File: src/sv/pli_pkg.sv
// Package for the point list block: field widths, action and status codes,
// default sizes and the control structs shared by the list modules.
// No dependencies.
package pli_pkg;

   localparam int ACTION_W      = 3;
   localparam int POS_W         = 5;
   localparam int FIELD_W       = 32;
   localparam int COUNT_OUT_W   = 5;
   localparam int STATUS_W      = 2;

   localparam int CAPACITY_DEFAULT    = 16;
   localparam int COORD_WIDTH_DEFAULT = 32;

   localparam logic [ACTION_W-1:0] ACT_APPEND = 3'd0;
   localparam logic [ACTION_W-1:0] ACT_INSERT = 3'd1;
   localparam logic [ACTION_W-1:0] ACT_REMOVE = 3'd2;
   localparam logic [ACTION_W-1:0] ACT_GET    = 3'd3;
   localparam logic [ACTION_W-1:0] ACT_CLEAR  = 3'd4;

   localparam logic [STATUS_W-1:0] ST_DONE  = 2'd0;
   localparam logic [STATUS_W-1:0] ST_RANGE = 2'd1;
   localparam logic [STATUS_W-1:0] ST_FULL  = 2'd2;

   typedef struct packed {
      logic ins;
      logic rem;
   } store_op_type;

   typedef struct packed {
      logic                get_ok;
      logic [STATUS_W-1:0] status;
   } rsp_ctrl_type;

endpackage

File: src/sv/pli_ctrl.sv
// Request decode and entry count for the point list.
// Checks positions against the count, picks the shift operation and status.
// Depends on pli_pkg.
module pli_ctrl #(
   parameter int CAPACITY = pli_pkg::CAPACITY_DEFAULT,
   parameter int COUNT_W  = $clog2(CAPACITY + 1),
   parameter int IDX_W    = (CAPACITY > 1) ? $clog2(CAPACITY) : 1
) (
   input  logic                            clock,
   input  logic                            reset,
   input  logic                            valid,
   input  logic [pli_pkg::ACTION_W-1:0]    action,
   input  logic [pli_pkg::POS_W-1:0]       position,
   output pli_pkg::store_op_type           op,
   output logic [IDX_W-1:0]                idx,
   output pli_pkg::rsp_ctrl_type           rsp,
   output logic [pli_pkg::COUNT_OUT_W-1:0] entry_count
);

   localparam int W0    = (COUNT_W > pli_pkg::POS_W) ? COUNT_W : pli_pkg::POS_W;
   localparam int CMP_W = (W0 > pli_pkg::COUNT_OUT_W) ? W0 : pli_pkg::COUNT_OUT_W;

   logic [COUNT_W-1:0] count_ff;
   logic [COUNT_W-1:0] count_in;
   logic [CMP_W-1:0]   cnt_ext;
   logic [CMP_W-1:0]   pos_ext;
   logic [CMP_W-1:0]   cnt_next_ext;
   logic               full;

   assign cnt_ext      = CMP_W'(count_ff);
   assign pos_ext      = CMP_W'(position);
   assign full         = (count_ff >= COUNT_W'(CAPACITY));
   assign cnt_next_ext = CMP_W'(count_in);
   assign entry_count  = cnt_next_ext[pli_pkg::COUNT_OUT_W-1:0];

   always_comb begin
      op         = '0;
      idx        = '0;
      rsp.get_ok = 1'b0;
      rsp.status = pli_pkg::ST_DONE;
      count_in   = count_ff;
      if (valid) begin
         unique case (action)
            pli_pkg::ACT_APPEND: begin
               if (full) begin
                  rsp.status = pli_pkg::ST_FULL;
               end else begin
                  op.ins   = 1'b1;
                  idx      = count_ff[IDX_W-1:0];
                  count_in = count_ff + COUNT_W'(1);
               end
            end
            pli_pkg::ACT_INSERT: begin
               if (pos_ext > cnt_ext) begin
                  rsp.status = pli_pkg::ST_RANGE;
               end else if (full) begin
                  rsp.status = pli_pkg::ST_FULL;
               end else begin
                  op.ins   = 1'b1;
                  idx      = pos_ext[IDX_W-1:0];
                  count_in = count_ff + COUNT_W'(1);
               end
            end
            pli_pkg::ACT_REMOVE: begin
               if (pos_ext >= cnt_ext) begin
                  rsp.status = pli_pkg::ST_RANGE;
               end else begin
                  op.rem   = 1'b1;
                  idx      = pos_ext[IDX_W-1:0];
                  count_in = count_ff - COUNT_W'(1);
               end
            end
            pli_pkg::ACT_GET: begin
               if (pos_ext >= cnt_ext) begin
                  rsp.status = pli_pkg::ST_RANGE;
               end else begin
                  rsp.get_ok = 1'b1;
                  idx        = pos_ext[IDX_W-1:0];
               end
            end
            pli_pkg::ACT_CLEAR: begin
               count_in = '0;
            end
            default: begin
            end
         endcase
      end
   end

   always_ff @(posedge clock) begin
      if (reset) begin
         count_ff <= '0;
      end else begin
         count_ff <= count_in;
      end
   end

`ifndef SYNTHESIS
   a_count_max: assert property (@(posedge clock) disable iff (reset)
      count_ff <= COUNT_W'(CAPACITY))
      else $error("entry count above capacity");

   a_op_excl: assert property (@(posedge clock) disable iff (reset)
      !(op.ins && op.rem))
      else $error("insert and remove at once");

   a_err_hold: assert property (@(posedge clock) disable iff (reset)
      (valid && rsp.status != pli_pkg::ST_DONE) |=> (count_ff == $past(count_ff)))
      else $error("count changed on a failed item");
`endif

endmodule

File: src/sv/pli_store.sv
// Point storage: one register per entry, shifting up on insert and down on
// remove, with a read port at the request index. Depends on pli_pkg.
module pli_store #(
   parameter int CAPACITY    = pli_pkg::CAPACITY_DEFAULT,
   parameter int COORD_WIDTH = pli_pkg::COORD_WIDTH_DEFAULT,
   parameter int IDX_W       = (CAPACITY > 1) ? $clog2(CAPACITY) : 1
) (
   input  logic                   clock,
   input  pli_pkg::store_op_type  op,
   input  logic [IDX_W-1:0]       idx,
   input  logic [COORD_WIDTH-1:0] new_x,
   input  logic [COORD_WIDTH-1:0] new_y,
   output logic [COORD_WIDTH-1:0] rd_x,
   output logic [COORD_WIDTH-1:0] rd_y
);

   logic [COORD_WIDTH-1:0] x_ff [CAPACITY];
   logic [COORD_WIDTH-1:0] y_ff [CAPACITY];
   logic [COORD_WIDTH-1:0] x_in [CAPACITY];
   logic [COORD_WIDTH-1:0] y_in [CAPACITY];

   assign rd_x = x_ff[idx];
   assign rd_y = y_ff[idx];

   for (genvar i = 0; i < CAPACITY; i++) begin : g_entry
      always_comb begin
         x_in[i] = x_ff[i];
         y_in[i] = y_ff[i];
         if (op.ins) begin
            if (IDX_W'(i) == idx) begin
               x_in[i] = new_x;
               y_in[i] = new_y;
            end else if (IDX_W'(i) > idx) begin
               x_in[i] = x_ff[(i > 0) ? i - 1 : 0];
               y_in[i] = y_ff[(i > 0) ? i - 1 : 0];
            end
         end else if (op.rem) begin
            if ((IDX_W'(i) >= idx) && (i < CAPACITY - 1)) begin
               x_in[i] = x_ff[(i < CAPACITY - 1) ? i + 1 : i];
               y_in[i] = y_ff[(i < CAPACITY - 1) ? i + 1 : i];
            end
         end
      end

      always_ff @(posedge clock) begin
         x_ff[i] <= x_in[i];
         y_ff[i] <= y_in[i];
      end
   end

endmodule

File: src/sv/point_list_insert_remove.sv
// Ordered point list with append, positional insert and remove, get, clear.
// Each item passes a request register, then a result register, before the result
// strobe rises. Throughput: one item every
// cycle; busy never rises and the receiver cannot stall. Synchronous reset empties
// the list and drops items in flight; entry storage is not cleared.
// Depends on pli_pkg, pli_ctrl, pli_store.
module point_list_insert_remove #(
   parameter int CAPACITY    = pli_pkg::CAPACITY_DEFAULT,
   parameter int COORD_WIDTH = pli_pkg::COORD_WIDTH_DEFAULT
) (
   input  logic                                clock,
   input  logic                                reset,
   input  logic                                start,
   output logic                                busy,
   input  logic        [pli_pkg::ACTION_W-1:0] req_action,
   input  logic        [pli_pkg::POS_W-1:0]    req_position,
   input  logic signed [pli_pkg::FIELD_W-1:0]  req_point_x,
   input  logic signed [pli_pkg::FIELD_W-1:0]  req_point_y,
   output logic                                rsp_valid,
   output logic signed [pli_pkg::FIELD_W-1:0]  rsp_read_x,
   output logic signed [pli_pkg::FIELD_W-1:0]  rsp_read_y,
   output logic [pli_pkg::COUNT_OUT_W-1:0]     rsp_entry_count,
   output logic [pli_pkg::STATUS_W-1:0]        rsp_status
);

   localparam int COUNT_W = $clog2(CAPACITY + 1);
   localparam int IDX_W   = (CAPACITY > 1) ? $clog2(CAPACITY) : 1;

   logic                         req_valid_ff;
   logic [pli_pkg::ACTION_W-1:0] req_action_ff;
   logic [pli_pkg::POS_W-1:0]    req_position_ff;
   logic [COORD_WIDTH-1:0]       req_x_ff;
   logic [COORD_WIDTH-1:0]       req_y_ff;

   logic                                rsp_valid_ff;
   logic signed [pli_pkg::FIELD_W-1:0]  rsp_read_x_ff;
   logic signed [pli_pkg::FIELD_W-1:0]  rsp_read_y_ff;
   logic [pli_pkg::COUNT_OUT_W-1:0]     rsp_count_ff;
   logic [pli_pkg::STATUS_W-1:0]        rsp_status_ff;

   pli_pkg::store_op_type               op;
   pli_pkg::rsp_ctrl_type               rsp_ctrl;
   logic [IDX_W-1:0]                    idx;
   logic [pli_pkg::COUNT_OUT_W-1:0]     entry_count;
   logic signed [COORD_WIDTH-1:0]       rd_x;
   logic signed [COORD_WIDTH-1:0]       rd_y;
   logic                                accept;

   assign busy   = 1'b0;
   assign accept = start && !busy;

   always_ff @(posedge clock) begin
      if (reset) begin
         req_valid_ff <= 1'b0;
      end else begin
         req_valid_ff <= accept;
      end
   end

   always_ff @(posedge clock) begin
      if (accept) begin
         req_action_ff   <= req_action;
         req_position_ff <= req_position;
         req_x_ff        <= req_point_x[COORD_WIDTH-1:0];
         req_y_ff        <= req_point_y[COORD_WIDTH-1:0];
      end
   end

   pli_ctrl #(
      .CAPACITY (CAPACITY),
      .COUNT_W  (COUNT_W),
      .IDX_W    (IDX_W)
   ) u_ctrl (
      .clock       (clock),
      .reset       (reset),
      .valid       (req_valid_ff),
      .action      (req_action_ff),
      .position    (req_position_ff),
      .op          (op),
      .idx         (idx),
      .rsp         (rsp_ctrl),
      .entry_count (entry_count)
   );

   pli_store #(
      .CAPACITY    (CAPACITY),
      .COORD_WIDTH (COORD_WIDTH),
      .IDX_W       (IDX_W)
   ) u_store (
      .clock (clock),
      .op    (op),
      .idx   (idx),
      .new_x (req_x_ff),
      .new_y (req_y_ff),
      .rd_x  (rd_x),
      .rd_y  (rd_y)
   );

   always_ff @(posedge clock) begin
      if (reset) begin
         rsp_valid_ff <= 1'b0;
      end else begin
         rsp_valid_ff <= req_valid_ff;
      end
   end

   always_ff @(posedge clock) begin
      if (req_valid_ff) begin
         rsp_read_x_ff <= rsp_ctrl.get_ok ? pli_pkg::FIELD_W'(rd_x) : '0;
         rsp_read_y_ff <= rsp_ctrl.get_ok ? pli_pkg::FIELD_W'(rd_y) : '0;
         rsp_count_ff  <= entry_count;
         rsp_status_ff <= rsp_ctrl.status;
      end
   end

   assign rsp_valid       = rsp_valid_ff;
   assign rsp_read_x      = rsp_read_x_ff;
   assign rsp_read_y      = rsp_read_y_ff;
   assign rsp_entry_count = rsp_count_ff;
   assign rsp_status      = rsp_status_ff;

`ifndef SYNTHESIS
   a_rsp_origin: assert property (@(posedge clock) disable iff (reset)
      rsp_valid |-> $past(req_valid_ff))
      else $error("result strobe without an item in flight");

   a_busy_low: assert property (@(posedge clock) disable iff (reset)
      !busy)
      else $error("busy raised");

   a_status_code: assert property (@(posedge clock) disable iff (reset)
      rsp_valid |-> (rsp_status <= pli_pkg::ST_FULL))
      else $error("unknown status code on a result");
`endif

endmodule

File: config.mk
export PLATFORM = sky130hd
export DESIGN_NAME = point_list_insert_remove
export DESIGN_NICKNAME = d
export VERILOG_FILES = /design/src/sv/pli_pkg.sv /design/src/sv/pli_ctrl.sv /design/src/sv/pli_store.sv /design/src/sv/point_list_insert_remove.sv
export SDC_FILE = /design/constraint.sdc
export NUM_CORES = 2
export LEC_CHECK = 0
export ABC_AREA = 1
export BUFFER_PORTS_ARGS = -buffer_cell sky130_fd_sc_hd__buf_2
export CAP_MARGIN = 10
export CORE_MARGIN = 2
export CORE_UTILIZATION = 50
export DETAILED_ROUTE_END_ITERATION = 8
export HOLD_SLACK_MARGIN = 0.03
export MAX_ROUTING_LAYER = met4
export PLACE_DENSITY_LB_ADDON = 0.25
export SLEW_MARGIN = 40
export SYNTH_ARGS = -nofsm -noshare
export SYNTH_HDL_FRONTEND = slang
export SYNTH_HIERARCHICAL = 1
export SYNTH_SLANG_ARGS = --single-unit
File: constraint.sdc
create_clock -name clock -period 18.2 [get_ports clock]
set_input_delay 0.91 -clock clock [delete_from_list [all_inputs] [get_ports clock]]
set_output_delay 0.91 -clock clock [all_outputs]
set_load 0.1 [all_outputs]
==> reports/results.tsv <==
metric	value	unit
DP Wirelength	124000	um
Max-slew headroom	37.7	%
post-cts resize count	0	
ANT nets after route	0	
Die X	373	um
initial antenna violation count	4	
max-slew violations	0	
Main synth FF type	edfxtp_1	
Synth Register Bits	1174	
Crit path required time	18820	ps
CTS Hold Bufs	0	
Syn. warnings	6	
CP arrival	6530	ps
CP peak stage delay	730	ps
Setup TNS	0	ps
Final Hold Vio Count	0	
mean post-synth cell area	7.91	um^2
Final Critical Period	5910	ps
slowest CP cell	buf_4	
Peak VDD IR	0.0869	mV
period utilisation layout	32.5	%
# nets final	8401	
DIE AREA	0.139	mm^2
Worst-Margin Slew	935	ps
Cell variety after synth	41	
LEAKAGE	31.2	nW
Vias	61900	
post-synth net total	8674	
detailed-router iteration count before antenna repair	7	
count of input and output buffers	146	
Worst Path Buf+Inv	7	
synthesized cell area	0.0680	mm^2
Synth Instances	8591	
Worst Path Max Fanout	163	
status	finished, final reports clean	
Die H	373	um
Post-synth EDFFs	1167	
GRT Total Usage	33.4	%
Initial Utilization	50.3	%
setup repair bufs after CTS	0	
CTS root buffer	clkbuf_16	
most frequent cells in the layout	3123 x nand2_1, 1167 x edfxtp_1, 692 x inv_1, 683 x a21oi_1, 624 x nor2_1	
Worst path most repeated cell	nand2_1	
pwr dens	85.6	mW/mm^2
vias in the first global route	57200	
Site Rows	135	
largest area contributor in the netlist	edfxtp_1	
routed vias/inst	6.07	
worst setup margin	12290	ps
layout cells sized above 1	7.14	%
nature of the critical path endpoint	flop	
crit start category	flop	
# IOs	148	
CP cell instances	inv_2 -> ha_1 -> nand2_1 -> inv_1 -> nand2_1 -> nand4_4 -> inv_1 -> nand3_1 -> nand3_1 -> nand2_1 -> inv_8 -> inv_16 -> nor2_4 -> nand2_4 -> inv_4 -> buf_4 -> nand2_1 -> a21oi_1	
Placer Congestion	0.861	
CTS Buffer Depth	3	
Yosys top cell area share	51.5	%
most common cell after layout, fill and taps aside	nand2_1	
CTS buffer count	137	
global-route wire length before repair	349000	um
unrepaired setup endpoints after global routing	false	
worst hold path type	in2reg	
final WL	234000	um
final setup skew	32.4	ps
asr flop ratio synth	0	%
clock-pin slew on the worst setup and hold paths	60	ps
post-layout util	54.2	%
largest cells by area after synthesis	edfxtp_1 52%, nand2_1 17%, a21oi_1 5.1%	
Skew-Pair Late Insertion Delay	810	ps
Syn-to-layout area delta	7.84	%
setup violators final	0	
final global-route overflow total	0	
clk sinks	1174	
Top Family by Delay on Critical Path	buffers and inverters	
CTS tree	built	
Post-Place Setup Slack	12420	ps
Initial DRC Count	9529	
f_max	169	MHz
Crit Path Category	reg2reg	
total of max-cap violations	0	
# DRC	0	
largest net degree at the start of global routing	217	
core area	0.135	mm^2
H-tree depth	4	
Seq/Total Area, Yosys	51.7	%
Routed WL per cell	22.9	um
==> power breakdown <==
| group | total (W) | switching, W | internal (W) |
|---|---|---|---|
| registers | 0.00317 | 0.0000981 | 0.00308 |
| clock network | 0.00262 | 0.00116 | 0.00146 |
| logic | 0.000490 | 0.000364 | 0.000127 |
| total | 0.00628 | 0.00162 | 0.00466 |
==> registers in the layout, indices dropped and copies added (netlist names), 32 cells and up <==
register,cells
req_y_ff,32
u_store/y_ff,512
rsp_read_x,32
rsp_read_y,32
u_store/x_ff,512
req_x_ff,32
==> metrics by stage <==
step	total power, W	cell area [um^2]	instances	hold WS (ps)
3_5_place_dp	0.00370	69000	9953	509
3_3_place_gp	0.00368	68700	9942	515
6_report	0.00628	73300	10200	278
2_1_floorplan	0.00353	68000	8591	486
4_1_cts	0.00628	73100	10200	238
5_1_grt	0.00645	73300	10200	266
==> worst paths after layout <==
path | from | slack [ps] | cells past startpoint | to
worst min register to register | u_ctrl/cnt_ext[2] | 520 | 2 | u_ctrl/cnt_ext[2]
worst max register to register | u_ctrl/cnt_ext[4] | 12290 | 18 | u_store/x_ff[7][4]
worst min-delay path | req_point_x[21] | 280 | 1 | req_x_ff[21]
worst max-delay path | u_ctrl/cnt_ext[4] | 12290 | 18 | u_store/x_ff[7][4]
==> layout make-up <==
cell class / count / area [um^2]
inverter: 719 / 2800
clock buffer: 177 / 3710
multi-input combinational: 6032 / 27000
clock inverter: 63 / 390
antenna: 2 / 5.00
tap: 1781 / 2230
sequential: 1174 / 35200
fill: 12400 / 62000
timing repair buffer: 254 / 2020
==> logic make-up (layout without fill, tap and decap cells) <==
| family | count (synthesis) | after routing | synth area share [%] |
|---|---|---|---|
| multiplexers | 64 | 64 | 1.06 |
| AO/OA/AOI/OAI | 1854 | 1854 | 14.6 |
| XOR/XNOR | 3 | 3 | 0.0386 |
| AND/OR/NAND/NOR | 4102 | 4102 | 23.5 |
| buffers and inverters | 1385 | 1213 | 8.91 |
| adder cells (fa/ha/maj) | 8 | 8 | 0.147 |
| flip-flops | 1174 | 1174 | 51.7 |
| other | 1 | 3 | 0.00551 |
==> per-layer routing <==
| metal | part of all wire (%) | GRT usage (%) | up-vias |
|---|---|---|---|
| met5 | 0 | - | - |
| met4 | 4.1 | 12.7 | 0 |
| met3 | 13 | 6.96 | 627 |
| met2 | 44 | 50.4 | 4271 |
| met1 | 39 | 44.4 | 29100 |
| li1 | - | - | 27900 |
==> cells in the mapped netlist (9+ instances only) <==
cell type and n:
a21oi_1 687, a21oi_2 50, buf_1 33, buf_2 287, buf_4 46, buf_6 40, clkbuf_1 259, edfxtp_1 1167
inv_1 697, inv_2 17, mux2_1 27, mux2_2 37, nand2_1 3128, nand2_2 9, nand3_1 294, nor2_1 634
o21ai_0 616, o21ai_1 137, o22ai_1 361
Power figures use the tool's default switching activity.
